### src/rtl/core/crast_pkg.sv
`timescale 1ns / 1ps
// ============================================================================
// Circle rasterizer package
// Shared command codes, operation codes and the front-to-back control group.
// ============================================================================
package crast_pkg;

    // Operation codes carried on the input channel.
    localparam logic OP_START = 1'b0;
    localparam logic OP_STEP  = 1'b1;

    // Drawing modes.
    localparam logic MODE_OUTLINE = 1'b0;
    localparam logic MODE_FILLED  = 1'b1;

    // Depth of the command queue between the front and the back.
    localparam int QUEUE_DEPTH = 2;

    // Number of symmetric points given by one outline step.
    localparam int OUT_POINTS = 8;

    // Kind of work that one queued command asks of the back.
    typedef enum logic [1:0] {
        CMD_IDLE_STEP,
        CMD_OUTLINE,
        CMD_FILLED
    } cmd_kind_t;

    // Control group that travels with each queued command.
    typedef struct packed {
        cmd_kind_t kind;
        logic      fin;
    } cmd_ctrl_t;

endpackage

### src/rtl/core/crast_front.sv
`timescale 1ns / 1ps
// ============================================================================
// Circle rasterizer front
// Accepts input items, holds the circle state, classifies each step and
// advances the offsets and decision term. Each step becomes one command.
// ============================================================================
module crast_front
    import crast_pkg::*;
#(
    parameter int COORD_BITS  = 12,
    parameter int RADIUS_BITS = 8
)
(
    input  logic                     clk,
    input  logic                     rst_n,
    input  logic                     accept,
    input  logic                     operation,
    input  logic [COORD_BITS-1:0]    center_x,
    input  logic [COORD_BITS-1:0]    center_y,
    input  logic [RADIUS_BITS-1:0]   circle_radius,
    input  logic                     fill_mode,
    output logic                     enq,
    output cmd_ctrl_t                enq_ctrl,
    output logic [COORD_BITS-1:0]    enq_cx,
    output logic [COORD_BITS-1:0]    enq_cy,
    output logic [RADIUS_BITS:0]     enq_a,
    output logic [RADIUS_BITS:0]     enq_b,
    output logic [RADIUS_BITS-1:0]   enq_r
);

    localparam int OFS_BITS = RADIUS_BITS + 1;
    localparam int DT_BITS  = RADIUS_BITS + 3;
    localparam int CALC_BITS = RADIUS_BITS + 4;
    localparam int SCAN_BITS = OFS_BITS + 1;

    logic [COORD_BITS-1:0]  held_cx_reg, held_cx_next;
    logic [COORD_BITS-1:0]  held_cy_reg, held_cy_next;
    logic [RADIUS_BITS-1:0] held_r_reg, held_r_next;
    logic                   held_mode_reg, held_mode_next;
    logic                   busy_reg, busy_next;
    logic [OFS_BITS-1:0]    ofs_a_reg, ofs_a_next;
    logic [OFS_BITS-1:0]    ofs_b_reg, ofs_b_next;
    logic signed [DT_BITS-1:0] dterm_reg, dterm_next;

    logic signed [CALC_BITS-1:0] a_w, b_w, r_w, d_w;
    logic signed [CALC_BITS-1:0] na_w, nb_w, nd_w;
    logic                        out_fin;
    logic [SCAN_BITS-1:0]        w_inc, h_inc, two_r;
    logic                        end_col, fill_fin;

    // The command carries the state as it stands before this step.
    assign enq_cx = held_cx_reg;
    assign enq_cy = held_cy_reg;
    assign enq_a  = ofs_a_reg;
    assign enq_b  = ofs_b_reg;
    assign enq_r  = held_r_reg;

    // Outline decision-term update.
    always_comb
    begin
        a_w = CALC_BITS'(ofs_a_reg);
        b_w = CALC_BITS'(ofs_b_reg);
        r_w = CALC_BITS'(held_r_reg);
        d_w = CALC_BITS'(dterm_reg);
        if (d_w >= (a_w <<< 1))
        begin
            nd_w = CALC_BITS'(d_w - (a_w <<< 1) - 1);
            na_w = CALC_BITS'(a_w + 1);
            nb_w = b_w;
        end
        else if (d_w < ((r_w - b_w) <<< 1))
        begin
            nd_w = CALC_BITS'(d_w + (b_w <<< 1) - 1);
            na_w = a_w;
            nb_w = CALC_BITS'(b_w - 1);
        end
        else
        begin
            nd_w = CALC_BITS'(d_w + ((b_w - a_w - 1) <<< 1));
            na_w = CALC_BITS'(a_w + 1);
            nb_w = CALC_BITS'(b_w - 1);
        end
        out_fin = (nb_w < na_w);
    end

    // Filled scan position: the row index runs fastest.
    always_comb
    begin
        w_inc    = SCAN_BITS'(ofs_a_reg) + SCAN_BITS'(1);
        h_inc    = SCAN_BITS'(ofs_b_reg) + SCAN_BITS'(1);
        two_r    = SCAN_BITS'(held_r_reg) << 1;
        end_col  = (h_inc >= two_r);
        fill_fin = end_col && (w_inc >= two_r);
    end

    // Next state for each accepted item, and the command for each step.
    always_comb
    begin
        held_cx_next   = held_cx_reg;
        held_cy_next   = held_cy_reg;
        held_r_next    = held_r_reg;
        held_mode_next = held_mode_reg;
        busy_next      = busy_reg;
        ofs_a_next     = ofs_a_reg;
        ofs_b_next     = ofs_b_reg;
        dterm_next     = dterm_reg;
        enq            = 1'b0;
        enq_ctrl.kind  = CMD_IDLE_STEP;
        enq_ctrl.fin   = 1'b1;
        if (accept)
        begin
            if (operation == OP_START)
            begin
                held_cx_next   = center_x;
                held_cy_next   = center_y;
                held_r_next    = circle_radius;
                held_mode_next = fill_mode;
                busy_next      = 1'b1;
                ofs_a_next     = '0;
                if (fill_mode == MODE_FILLED)
                begin
                    ofs_b_next = '0;
                    dterm_next = '0;
                end
                else
                begin
                    ofs_b_next = OFS_BITS'(circle_radius);
                    dterm_next = DT_BITS'(circle_radius) - DT_BITS'(1);
                end
            end
            else
            begin
                enq = 1'b1;
                if (!busy_reg)
                begin
                    enq_ctrl.kind = CMD_IDLE_STEP;
                    enq_ctrl.fin  = 1'b1;
                end
                else if (held_mode_reg == MODE_FILLED)
                begin
                    enq_ctrl.kind = CMD_FILLED;
                    enq_ctrl.fin  = fill_fin;
                    busy_next     = !fill_fin;
                    if (!fill_fin)
                    begin
                        if (end_col)
                        begin
                            ofs_a_next = w_inc[OFS_BITS-1:0];
                            ofs_b_next = '0;
                        end
                        else
                        begin
                            ofs_b_next = h_inc[OFS_BITS-1:0];
                        end
                    end
                end
                else
                begin
                    enq_ctrl.kind = CMD_OUTLINE;
                    enq_ctrl.fin  = out_fin;
                    busy_next     = !out_fin;
                    ofs_a_next    = na_w[OFS_BITS-1:0];
                    ofs_b_next    = nb_w[OFS_BITS-1:0];
                    dterm_next    = nd_w[DT_BITS-1:0];
                end
            end
        end
    end

    // Circle state registers.
    always_ff @(posedge clk or negedge rst_n)
    begin
        if (!rst_n)
        begin
            held_cx_reg   <= '0;
            held_cy_reg   <= '0;
            held_r_reg    <= '0;
            held_mode_reg <= 1'b0;
            busy_reg      <= 1'b0;
            ofs_a_reg     <= '0;
            ofs_b_reg     <= '0;
            dterm_reg     <= '0;
        end
        else
        begin
            held_cx_reg   <= held_cx_next;
            held_cy_reg   <= held_cy_next;
            held_r_reg    <= held_r_next;
            held_mode_reg <= held_mode_next;
            busy_reg      <= busy_next;
            ofs_a_reg     <= ofs_a_next;
            ofs_b_reg     <= ofs_b_next;
            dterm_reg     <= dterm_next;
        end
    end

endmodule

### src/rtl/core/crast_queue.sv
`timescale 1ns / 1ps
// ============================================================================
// Circle rasterizer command queue
// A short first-in first-out queue of commands between the front and the
// back, with the oldest entry shown at its head.
// ============================================================================
module crast_queue
    import crast_pkg::*;
#(
    parameter int DATA_BITS = 58
)
(
    input  logic                 clk,
    input  logic                 rst_n,
    input  logic                 push,
    input  cmd_ctrl_t            push_ctrl,
    input  logic [DATA_BITS-1:0] push_data,
    output logic                 full,
    input  logic                 pop,
    output logic                 valid,
    output cmd_ctrl_t            head_ctrl,
    output logic [DATA_BITS-1:0] head_data
);

    localparam int PTR_BITS = (QUEUE_DEPTH > 1) ? $clog2(QUEUE_DEPTH) : 1;
    localparam int CNT_BITS = $clog2(QUEUE_DEPTH + 1);

    cmd_ctrl_t            ctrl_q [QUEUE_DEPTH];
    logic [DATA_BITS-1:0] data_q [QUEUE_DEPTH];
    logic [PTR_BITS-1:0]  wr_ptr_reg, wr_ptr_next;
    logic [PTR_BITS-1:0]  rd_ptr_reg, rd_ptr_next;
    logic [CNT_BITS-1:0]  count_reg, count_next;
    logic                 do_push, do_pop;

    assign full      = (count_reg == CNT_BITS'(QUEUE_DEPTH));
    assign valid     = (count_reg != '0);
    assign do_push   = push && !full;
    assign do_pop    = pop && valid;
    assign head_ctrl = ctrl_q[rd_ptr_reg];
    assign head_data = data_q[rd_ptr_reg];

    // Pointer and fill-count bookkeeping.
    always_comb
    begin
        wr_ptr_next = wr_ptr_reg;
        rd_ptr_next = rd_ptr_reg;
        count_next  = count_reg;
        if (do_push)
        begin
            wr_ptr_next = (wr_ptr_reg == PTR_BITS'(QUEUE_DEPTH - 1)) ? '0
                                                                    : wr_ptr_reg + 1'b1;
        end
        if (do_pop)
        begin
            rd_ptr_next = (rd_ptr_reg == PTR_BITS'(QUEUE_DEPTH - 1)) ? '0
                                                                    : rd_ptr_reg + 1'b1;
        end
        if (do_push && !do_pop)
        begin
            count_next = count_reg + 1'b1;
        end
        else if (do_pop && !do_push)
        begin
            count_next = count_reg - 1'b1;
        end
    end

    always_ff @(posedge clk or negedge rst_n)
    begin
        if (!rst_n)
        begin
            wr_ptr_reg <= '0;
            rd_ptr_reg <= '0;
            count_reg  <= '0;
        end
        else
        begin
            wr_ptr_reg <= wr_ptr_next;
            rd_ptr_reg <= rd_ptr_next;
            count_reg  <= count_next;
        end
    end

    // Entry storage; written on a push transfer.
    always_ff @(posedge clk)
    begin
        if (do_push)
        begin
            ctrl_q[wr_ptr_reg] <= push_ctrl;
            data_q[wr_ptr_reg] <= push_data;
        end
    end

endmodule

### src/rtl/core/crast_back.sv
`timescale 1ns / 1ps
// ============================================================================
// Circle rasterizer back
// Takes one command at a time from the queue and carries it out: eight
// symmetric outline points, one filled-disc candidate with its distance
// test, or the idle result. Results leave through one output register.
// ============================================================================
module crast_back
    import crast_pkg::*;
#(
    parameter int COORD_BITS  = 12,
    parameter int RADIUS_BITS = 8
)
(
    input  logic                          clk,
    input  logic                          rst_n,
    input  logic                          cmd_valid,
    input  cmd_ctrl_t                     cmd_ctrl,
    input  logic [COORD_BITS-1:0]         cmd_cx,
    input  logic [COORD_BITS-1:0]         cmd_cy,
    input  logic [RADIUS_BITS:0]          cmd_a,
    input  logic [RADIUS_BITS:0]          cmd_b,
    input  logic [RADIUS_BITS-1:0]        cmd_r,
    output logic                          cmd_pop,
    output logic                          empty,
    input  logic                          pop,
    output logic signed [COORD_BITS+1:0]  point_x,
    output logic signed [COORD_BITS+1:0]  point_y,
    output logic                          plot,
    output logic                          last
);

    localparam int OFS_BITS = RADIUS_BITS + 1;
    localparam int PT_BITS  = COORD_BITS + 2;
    localparam int DEL_BITS = RADIUS_BITS + 3;
    localparam int SQ_BITS  = 2 * DEL_BITS;
    localparam int IDX_BITS = $clog2(OUT_POINTS);

    typedef enum logic [2:0] {
        ST_IDLE,
        ST_OUTLINE,
        ST_SQUARE,
        ST_FILL,
        ST_IDLE_RES
    } back_state_t;

    back_state_t            state_reg;
    logic                   fin_reg;
    logic [COORD_BITS-1:0]  cx_reg, cy_reg;
    logic [OFS_BITS-1:0]    a_reg, b_reg;
    logic [RADIUS_BITS-1:0] r_reg;
    logic [IDX_BITS-1:0]    idx_reg;
    logic signed [DEL_BITS-1:0] dx_reg, dy_reg;
    logic [SQ_BITS-1:0]     sqx_reg, sqy_reg, sqr_reg;
    logic                   out_valid_reg;
    logic [PT_BITS-1:0]     px_reg, py_reg;
    logic                   plot_reg, last_reg;

    logic                       slot_free;
    logic                       out_load;
    logic signed [DEL_BITS-1:0] dx_c, dy_c;
    logic signed [SQ_BITS-1:0]  sqx_c, sqy_c;
    logic [SQ_BITS-1:0]         sqr_c;
    logic [SQ_BITS:0]           dist_sum;
    logic                       inside_c;
    logic [OFS_BITS-1:0]        ox, oy;
    logic signed [31:0]         ox_w, oy_w, cx_w, cy_w, px_w, py_w, fx_w, fy_w;

    assign slot_free = !out_valid_reg || pop;
    assign empty     = !out_valid_reg;
    assign point_x   = px_reg;
    assign point_y   = py_reg;
    assign plot      = plot_reg;
    assign last      = last_reg;
    assign cmd_pop   = (state_reg == ST_IDLE) && cmd_valid;

    // A new result enters the output register in every result state with room.
    assign out_load  = slot_free &&
                       (state_reg inside {ST_OUTLINE, ST_FILL, ST_IDLE_RES});

    // Outline point for the current index: bit 0 swaps the offsets,
    // bit 1 negates the column offset, bit 2 negates the row offset.
    always_comb
    begin
        ox   = idx_reg[0] ? b_reg : a_reg;
        oy   = idx_reg[0] ? a_reg : b_reg;
        ox_w = 32'(ox);
        oy_w = 32'(oy);
        cx_w = 32'(cx_reg);
        cy_w = 32'(cy_reg);
        px_w = idx_reg[1] ? cx_w - ox_w : cx_w + ox_w;
        py_w = idx_reg[2] ? cy_w - oy_w : cy_w + oy_w;
    end

    // Filled candidate offsets and their squares.
    always_comb
    begin
        dx_c  = DEL_BITS'(r_reg) - DEL_BITS'(a_reg);
        dy_c  = DEL_BITS'(r_reg) - DEL_BITS'(b_reg);
        sqx_c = dx_c * dx_c;
        sqy_c = dy_c * dy_c;
        sqr_c = SQ_BITS'(r_reg) * SQ_BITS'(r_reg);
    end

    // Distance test and candidate position from the registered squares.
    always_comb
    begin
        dist_sum = (SQ_BITS + 1)'(sqx_reg) + (SQ_BITS + 1)'(sqy_reg);
        inside_c = (dist_sum <= (SQ_BITS + 1)'(sqr_reg));
        fx_w     = 32'(cx_reg) + 32'(dx_reg);
        fy_w     = 32'(cy_reg) + 32'(dy_reg);
    end

    // Sequencer with the output register.
    always_ff @(posedge clk or negedge rst_n)
    begin
        if (!rst_n)
        begin
            state_reg     <= ST_IDLE;
            fin_reg       <= 1'b0;
            cx_reg        <= '0;
            cy_reg        <= '0;
            a_reg         <= '0;
            b_reg         <= '0;
            r_reg         <= '0;
            idx_reg       <= '0;
            dx_reg        <= '0;
            dy_reg        <= '0;
            sqx_reg       <= '0;
            sqy_reg       <= '0;
            sqr_reg       <= '0;
            out_valid_reg <= 1'b0;
            px_reg        <= '0;
            py_reg        <= '0;
            plot_reg      <= 1'b0;
            last_reg      <= 1'b0;
        end
        else
        begin
            // The output register fills on a load and empties on a pop transfer.
            if (out_load)
            begin
                out_valid_reg <= 1'b1;
            end
            else if (pop && out_valid_reg)
            begin
                out_valid_reg <= 1'b0;
            end
            case (state_reg)
                ST_IDLE:
                begin
                    if (cmd_valid)
                    begin
                        fin_reg <= cmd_ctrl.fin;
                        cx_reg  <= cmd_cx;
                        cy_reg  <= cmd_cy;
                        a_reg   <= cmd_a;
                        b_reg   <= cmd_b;
                        r_reg   <= cmd_r;
                        idx_reg <= '0;
                        case (cmd_ctrl.kind)
                            CMD_OUTLINE: state_reg <= ST_OUTLINE;
                            CMD_FILLED:  state_reg <= ST_SQUARE;
                            default:     state_reg <= ST_IDLE_RES;
                        endcase
                    end
                end
                ST_OUTLINE:
                begin
                    if (slot_free)
                    begin
                        px_reg        <= px_w[PT_BITS-1:0];
                        py_reg        <= py_w[PT_BITS-1:0];
                        plot_reg      <= 1'b1;
                        last_reg      <= fin_reg && (idx_reg == IDX_BITS'(OUT_POINTS - 1));
                        idx_reg       <= idx_reg + 1'b1;
                        if (idx_reg == IDX_BITS'(OUT_POINTS - 1))
                        begin
                            state_reg <= ST_IDLE;
                        end
                    end
                end
                ST_SQUARE:
                begin
                    dx_reg    <= dx_c;
                    dy_reg    <= dy_c;
                    sqx_reg   <= sqx_c;
                    sqy_reg   <= sqy_c;
                    sqr_reg   <= sqr_c;
                    state_reg <= ST_FILL;
                end
                ST_FILL:
                begin
                    if (slot_free)
                    begin
                        px_reg        <= fx_w[PT_BITS-1:0];
                        py_reg        <= fy_w[PT_BITS-1:0];
                        plot_reg      <= inside_c;
                        last_reg      <= fin_reg;
                        state_reg     <= ST_IDLE;
                    end
                end
                ST_IDLE_RES:
                begin
                    if (slot_free)
                    begin
                        px_reg        <= '0;
                        py_reg        <= '0;
                        plot_reg      <= 1'b0;
                        last_reg      <= 1'b1;
                        state_reg     <= ST_IDLE;
                    end
                end
                default:
                begin
                    state_reg <= ST_IDLE;
                end
            endcase
        end
    end

endmodule

### src/rtl/core/circle_rasterizer_unit.sv
`timescale 1ns / 1ps
// ============================================================================
// Circle rasterizer unit
// Draws circle outlines by the integer decision-term method and filled discs
// by a square scan with a distance test, one step item at a time.
//
//   Channel   Handshake      Payload
//   input     push / full    operation, center_x, center_y, circle_radius,
//                            fill_mode
//   result    pop / empty    point_x, point_y, plot, last
//
// A start item gives no result. In the back an outline step passes through
// a fetch of the command and then eight points, one per cycle while the
// output register has room; a filled step passes through fetch, square and
// distance test; a step while idle passes through fetch and the idle result.
// The front classifies and updates the circle state in the cycle of the
// transfer; a two-entry command queue lets it run ahead of the back.
// Reset leaves the unit idle with an empty queue and no waiting result.
// While pop stays low the back holds its result and the queue fills,
// after which full holds off further input.
// ============================================================================
module circle_rasterizer_unit
    import crast_pkg::*;
#(
    parameter int COORD_BITS  = 12,
    parameter int RADIUS_BITS = 8
)
(
    input  logic                          clk,
    input  logic                          rst_n,
    input  logic                          push,
    output logic                          full,
    input  logic                          operation,
    input  logic [COORD_BITS-1:0]         center_x,
    input  logic [COORD_BITS-1:0]         center_y,
    input  logic [RADIUS_BITS-1:0]        circle_radius,
    input  logic                          fill_mode,
    output logic                          empty,
    input  logic                          pop,
    output logic signed [COORD_BITS+1:0]  point_x,
    output logic signed [COORD_BITS+1:0]  point_y,
    output logic                          plot,
    output logic                          last
);

    localparam int OFS_BITS  = RADIUS_BITS + 1;
    localparam int DATA_BITS = 2 * COORD_BITS + 2 * OFS_BITS + RADIUS_BITS;

    logic                   accept;
    logic                   enq;
    cmd_ctrl_t              enq_ctrl;
    logic [COORD_BITS-1:0]  enq_cx, enq_cy;
    logic [OFS_BITS-1:0]    enq_a, enq_b;
    logic [RADIUS_BITS-1:0] enq_r;
    logic [DATA_BITS-1:0]   enq_data;
    logic                   q_full, q_valid, q_pop;
    cmd_ctrl_t              head_ctrl;
    logic [DATA_BITS-1:0]   head_data;
    logic [COORD_BITS-1:0]  head_cx, head_cy;
    logic [OFS_BITS-1:0]    head_a, head_b;
    logic [RADIUS_BITS-1:0] head_r;

    // An input transfer needs room for the command it may queue.
    assign full   = q_full;
    assign accept = push && !q_full;

    // Command payload packing for the queue.
    assign enq_data = {enq_cx, enq_cy, enq_a, enq_b, enq_r};
    assign {head_cx, head_cy, head_a, head_b, head_r} = head_data;

    crast_front #(
        .COORD_BITS  (COORD_BITS),
        .RADIUS_BITS (RADIUS_BITS)
    ) u_front (
        .clk           (clk),
        .rst_n         (rst_n),
        .accept        (accept),
        .operation     (operation),
        .center_x      (center_x),
        .center_y      (center_y),
        .circle_radius (circle_radius),
        .fill_mode     (fill_mode),
        .enq           (enq),
        .enq_ctrl      (enq_ctrl),
        .enq_cx        (enq_cx),
        .enq_cy        (enq_cy),
        .enq_a         (enq_a),
        .enq_b         (enq_b),
        .enq_r         (enq_r)
    );

    crast_queue #(
        .DATA_BITS (DATA_BITS)
    ) u_queue (
        .clk       (clk),
        .rst_n     (rst_n),
        .push      (enq),
        .push_ctrl (enq_ctrl),
        .push_data (enq_data),
        .full      (q_full),
        .pop       (q_pop),
        .valid     (q_valid),
        .head_ctrl (head_ctrl),
        .head_data (head_data)
    );

    crast_back #(
        .COORD_BITS  (COORD_BITS),
        .RADIUS_BITS (RADIUS_BITS)
    ) u_back (
        .clk       (clk),
        .rst_n     (rst_n),
        .cmd_valid (q_valid),
        .cmd_ctrl  (head_ctrl),
        .cmd_cx    (head_cx),
        .cmd_cy    (head_cy),
        .cmd_a     (head_a),
        .cmd_b     (head_b),
        .cmd_r     (head_r),
        .cmd_pop   (q_pop),
        .empty     (empty),
        .pop       (pop),
        .point_x   (point_x),
        .point_y   (point_y),
        .plot      (plot),
        .last      (last)
    );

endmodule

### config.mk
export PLATFORM = sky130hd
export DESIGN_NAME = circle_rasterizer_unit
export DESIGN_NICKNAME = d
export VERILOG_FILES = /design/src/rtl/core/crast_pkg.sv /design/src/rtl/core/crast_front.sv /design/src/rtl/core/crast_queue.sv /design/src/rtl/core/crast_back.sv /design/src/rtl/core/circle_rasterizer_unit.sv
export SDC_FILE = /design/constraint.sdc
export NUM_CORES = 1
export LEC_CHECK = 0
export ABC_AREA = 0
export BUFFER_PORTS_ARGS = -buffer_cell sky130_fd_sc_hd__buf_2
export CAP_MARGIN = 25
export CORE_AREA = 2 2 227 229
export CTS_CLUSTER_SIZE = 20
export DETAILED_ROUTE_END_ITERATION = 10
export DIE_AREA = 0 0 229 231
export PLACE_DENSITY = 0.78
export SYNTH_ARGS = -nofsm -noshare
export SYNTH_HDL_FRONTEND = slang
export SYNTH_SLANG_ARGS = --single-unit
export TNS_END_PERCENT = 1
### constraint.sdc
create_clock -name clk -period 6.57 [get_ports clk]
set_clock_uncertainty 0.15 [all_clocks]
set_input_delay 1.314 -clock clk [delete_from_list [all_inputs] [get_ports clk]]
set_output_delay 1.314 -clock clk [all_outputs]
set_load 0.02 [all_outputs]
==> After elaboration in Yosys (flattened, before gate mapping) <==
Memories as Yosys holds them, arrays and structs flattened. A register that Yosys moved wholly into a read port is not among the register bits.
Cells that the tools add are included.
{ "word_totals": {"n_memories": 2, "reg_bits": 185, "elab_cells": 178, "ramBits": 106, "out_inout_bits": 32, "inputBits": 38} }
{ "memory_table": {"columns": ["name", "depth", "width", "rd", "rd_ports_with_merged_regs", "wr", "line_no", "source"], "rows": [
  ["u_queue.data_q", 2, 50, 1, 1, 1, "crast_queue.sv:29", "logic [DATA_BITS-1:0] data_q [QUEUE_DEPTH];"],
  ["u_queue.ctrl_q", 2, 3, 1, 0, 1, "crast_queue.sv:28", "cmd_ctrl_t ctrl_q [QUEUE_DEPTH];"]
]} }
{ "op_classes": {"eq_ne": 18, "multipliers": 3, "n_mux": 64, "n_addsub": 27, "n_lt_le_gt_ge": 6, "n_reduce_logical": 33, "bitwise": 1} }
{ "op_table": {"columns": ["op", "n"], "rows": [
  ["$mux 9", 12],
  ["$mux 14", 7],
  ["$pmux 14 s3", 2],
  ["$mux 11", 6],
  ["$mul 10x10->20", 2],
  ["$mux 12", 3],
  ["$add 9x1->10 const B", 3],
  ["$mux 3", 10],
  ["$sub 8x9->10", 3],
  ["$add 13x10->14", 2],
  ["$add 12x9->13", 2],
  ["$sub 12x9->13", 2],
  ["$add 22x22->23", 1],
  ["$le 23x16->1", 1],
  ["$add 11x11->11", 2],
  ["$sub 11x2->11 const B", 2],
  ["$ge 10x9->1", 2],
  ["$mul 8x8->16", 1],
  ["$mux 1", 16],
  ["$lt 12x12->1", 1],
  ["$ne 2x1->1 const B", 6],
  ["$pmux 3 s2", 2],
  ["$pmux 3 s4", 1],
  ["$reduce_and 4->1", 3],
  ["31 further kinds", 60]
]} }

==> Logic depth before layout (Yosys ltp) <==
{ "logic_depth": {"depth_word": 9, "mapped_depth": 30, "mapped_depth_nobuf": 30} }

==> Hierarchy <==
From an unflattened synthesis, not the netlist that was laid out.
{ "hier_totals": {"cells_unflattened": 3102, "area_unflattened_um2": 29787.3} }
{ "modules_own_cells": {"columns": ["mod", "seq_area_each_um2", "instances", "area_per_inst_um2", "cells_per_inst"], "rows": [
  ["crast_back", 3978.8, 1, 19063.3, 2162],
  ["crast_front", 1576.5, 1, 6437.4, 755],
  ["crast_queue", 3283.1, 1, 4272.8, 184],
  ["circle_rasterizer_unit", 0.0, 1, 13.8, 1]
]} }

==> Worst setup path after synthesis <==
Ideal clock, no wire load.
{ "synth_path": {"path_kind": "register -> register", "startpoint": "register u_back.r_reg[0]", "endpoint": "register u_back.sqy_reg[20]", "setup_slack_ps": -668, "n_path_buf": 0, "setup_ps": 76, "stages_incl_launch_ff": 30, "required_time_ps": 6344, "arrival_ps": 7012, "synth_period_minus_slack_ps": 7238, "path_cell_list": "dfrtp_1 > inv_1 > ha_1 > inv_1 > fa_1 > a21o_1 > a21oi_1 > nor2b_1 > o21a_1 > o41a_1 > xor2_1 > inv_1 > nand2_1 > inv_1 > fa_1 > fa_1 > fa_1 > fa_1 > inv_1 > fa_1 > inv_1 > ha_1 > o21a_1 > o21ai_0 > o31ai_1 > o41ai_2 > o2111ai_1 > a21oi_1 > xnor3_1 > o21ai_1"} }
{ "synth_via": {"elab_chain_cells": 2} }
{ "synth_lines": {"columns": ["item", "line_no", "source"], "rows": [
  ["start, declared", "crast_back.sv:51", "logic [RADIUS_BITS-1:0] r_reg;"],
  ["start signal, assigned", "crast_back.sv:159", "r_reg <= cmd_r;"],
  ["$sub 8x9->10", "crast_back.sv:99", "dy_c = DEL_BITS'(r_reg) - DEL_BITS'(b_reg);"],
  ["via u_back.dy_c[8]", "crast_back.sv:61", "logic signed [DEL_BITS-1:0] dx_c, dy_c;"],
  ["$mul 10x10->20", "crast_back.sv:101", "sqy_c = dy_c * dy_c;"],
  ["end signal, assigned", "crast_back.sv:188", "sqy_reg <= sqy_c;"],
  ["end, declared", "crast_back.sv:54", "logic [SQ_BITS-1:0] sqx_reg, sqy_reg, sqr_reg;"]
]} }
The timed path passes the listed nets, and every way through them passes these cells.
A chain may end at the register's enable or synchronous reset.

==> Final worst setup path <==
{ "layout_path": {"startpoint": "register u_back.r_reg[0]", "endpoint": "register u_back.sqx_reg[16]"} }
{ "layout_via": {"elab_chain_cells": 2} }
{ "layout_lines": {"columns": ["item", "line_no", "source"], "rows": [
  ["$sub 8x9->10", "crast_back.sv:98", "dx_c = DEL_BITS'(r_reg) - DEL_BITS'(a_reg);"],
  ["$mul 10x10->20", "crast_back.sv:100", "sqx_c = dx_c * dx_c;"],
  ["end signal, assigned", "crast_back.sv:187", "sqx_reg <= sqx_c;"],
  ["end, declared", "crast_back.sv:54", null]
]} }
No other way between the ends.

==> results_dict.tcl <==
set metrics [dict create \
    status "finished with violations" \
    violations "negative setup slack" \
    htree_levels 2 \
    ys_seq_area_share_pct 29.9 \
    cts_tree "yes" \
    synth_edf_count 106 \
    antenna_found_initial 0 \
    drtAntennaViolNets 0 \
    clock_latency_ps 580 \
    cts-buffers-inserted 38 \
    synth_area_um2 29500 \
    overflow 0 \
    largest_reg_flops 100 \
    yosysTopAreaCellShare_pct 19.1 \
    drc 0 \
    nets 3949 \
    viasPerCell 5.72 \
    die_y_um 231 \
    num_io_pins 70 \
    tightest_slew_ps 1120 \
    stdcell_count 4092 \
    syn2layout_area_growth_pct 13.9 \
    arrival_ps 7170 \
    grt_usage_pct 29.3 \
    ys_warn_count 0 \
    r2r-start "u_back.r_reg[0]" \
    fmax_ghz 0.145 \
    cts.sinks 332 \
    critPathSlowestCell "fa_1" \
    min_period_ps 6880 \
    routed_wl_um 76900 \
    period_share_pct 105 \
    grt_pass1_vias 23940 \
    die_area_um2 52900 \
    drv_cap 0 \
    clk_pin_slew_ps 70 \
    cp_common_cell "fa_1" \
    synth_top_cell_by_area "dfrtp_1" \
    synthArstFlopShare_pct 68.1 \
    final.fill_count 4056 \
    vias 23402 \
    hp-class "reg -> reg" \
    dp_worst_setup_slack_ps -578 \
    multi_input_area_um2 19000 \
    start_kind "flop" \
    yosysUniqueCellTypes 79 \
    path_class "reg -> reg" \
    cts-root-buf "clkbuf_16" \
    ys_ff_latch 332 \
    core_area_um2 50700 \
    wl_per_cell_um 18.8 \
    portBuffers 69 \
    hold_violations 0 \
    cp.required_ps 6860 \
    r2r_cells 28 \
    setup_tns_ps -2170 \
    gp_congestion 0.941 \
    drt-pass1-iter-count 6 \
    synth_cells 3159 \
    critPathMaxFanout 4 \
    antenna_cells 0 \
    cpPeakStageDelay_ps 540 \
    postSynthAreaPerCell_um2 9.35 \
    relSlewSlack_pct 24.8 \
    hold_path_depth 0 \
    die_w_um 229 \
    grt_pass1_wl_um 124000 \
    synthFlopType "dfrtp_1" \
    crit_path_end_kind "flop" \
    setup_slack_ps -314 \
    dpl.hpwl_um 60100 \
    seqCellArea_um2 8840 \
    drt-initial-drc-count 1656 \
    cts.path.max_buffers 3 \
    slew_violations 0 \
    crit_start "u_back.r_reg[0]" \
    rows 83 \
    min_from "u_front.enq_cy[1]" \
    grt_max_degree 119 \
    synth_area_leaders "dfrtp_1 19%, ha_1 14%, fa_1 13%, edfxtp_1 11%, inv_1 5.6%" \
    rsz0062_at_grt "true" \
    drive_gt1_share_pct 13.4 \
    dp.cells 4011 \
    initial_core_util_pct 58.3 \
    finalSetupViolations 12 \
]
## layout make-up
type                    count  share of cell area [%]
inverters                 446                    4.98
multi-input cells        2289                    56.6
repair buffers            275                    5.78
clock inverters            22                   0.878
flip-flops and latches    332                    26.3
well taps                 680                    2.53
clock buffers              48                    2.97
## logic make-up after synthesis
family / count (synthesis) / share of synthesized area [%]
flops: 332 / 29.9
compound gates: 642 / 14.1
fa+ha+maj: 529 / 27.3
xor+xnor: 211 / 6.30
buf+inv: 539 / 6.87
mux: 92 / 3.24
simple gates: 813 / 12.3
other cells: 1 / 0.0127
## worst paths after layout
| check | endpoint | slack, ps |
|---|---|---|
| max | u_back.sqx_reg[16] | -310 |
| min | u_queue.data_q[1][27] | 320 |
| max reg2reg | u_back.sqx_reg[16] | -310 |
| min reg2reg | u_queue.data_q[1][27] | 320 |
| max in group asynchronous | u_queue.rd_ptr_reg | 4410 |
| min in group asynchronous | u_back.dy_reg[8] | 570 |
## layer usage
| metal | vias up | routed length [µm] | share of wire, % | global-route usage [%] |
|---|---|---|---|---|
| met2 | 653 | 37700 | 49 | 50.9 |
| met3 | 188 | 3960 | 5.1 | 3.73 |
| met4 | 0 | 2770 | 3.6 | 10.2 |
| met5 | - | 0 | 0 | 0 |
| li1 | 11154 | - | - | - |
| met1 | 11407 | 32500 | 42 | 37.8 |
## timing repair
| item | in CTS | in global routing |
|---|---|---|
| gates cloned | 0 | 0 |
| buffers inserted | 6 | 4 |
| pin swaps | 34 | 23 |
| endpoints found under the setup margin | 16 | 19 |
| gates resized for setup | 18 | 35 |
| hold buffers | 0 | 0 |
## cells in the mapped netlist, types with 15 or more instances
cell	instances
dfrtp_1	226
and2_1	24
o21a_1	34
xnor2_1	148
mux2i_1	64
nor3_1	70
a21o_1	57
inv_1	443
mux2_2	28
or3_1	18
clkbuf_1	87
nor2_1	287
o31ai_1	15
a31oi_1	17
a221oi_1	23
o21bai_1	17
o211ai_1	16
ha_1	336
nand2b_1	26
xor2_1	62
a22oi_1	15
nand2_1	252
o21ai_0	160
a21oi_1	173
fa_1	193
edfxtp_1	106
nor2b_1	26
and3_1	19
nand3_1	43
## through the flow
| stage | utilization, % | hold slack (ps) | area [µm²] |
|---|---|---|---|
| 6_report | 66.4 | 318 | 33600 |
| 4_1_cts | 65.9 | 317 | 33400 |
| 3_5_place_dp | 63.2 | 302 | 32000 |
| 2_1_floorplan | - | 288 | 29600 |
| 5_1_grt | 66.4 | 331 | 33600 |
| 3_3_place_gp | 63.1 | 295 | 32000 |
## placed cells by master (no fill, tap or decap), types with 18 or more instances in the layout
cell type,instances
inv_1,439
ha_1,328
nor2_1,275
nand2_1,246
dfrtp_1,224
buf_4,203
fa_1,190
a21oi_1,165
o21ai_0,152
xnor2_1,143
edfxtp_1,106
nor3_1,68
buf_2,68
mux2i_1,64
xor2_1,59
a21o_1,57
nand3_1,42
clkbuf_16,38
o21a_1,34
mux2_2,28
nor2b_1,26
nand2b_1,26
and2_1,24
a221oi_1,22
and3_1,18
## worst max-delay path: cells and delay by family (launching register included)
kind                     cells  cell delay, ps
flip-flops                   1             390
XOR/XNOR                     2             510
AO/OA/AOI/OAI                6             970
AND/OR/NAND/NOR              6             860
buffers and inverters        6             700
adder cells (fa/ha/maj)      8            3150
Power is not shown: default switching activity piles up to over one toggle a cycle in this logic, so the estimate is an artifact.
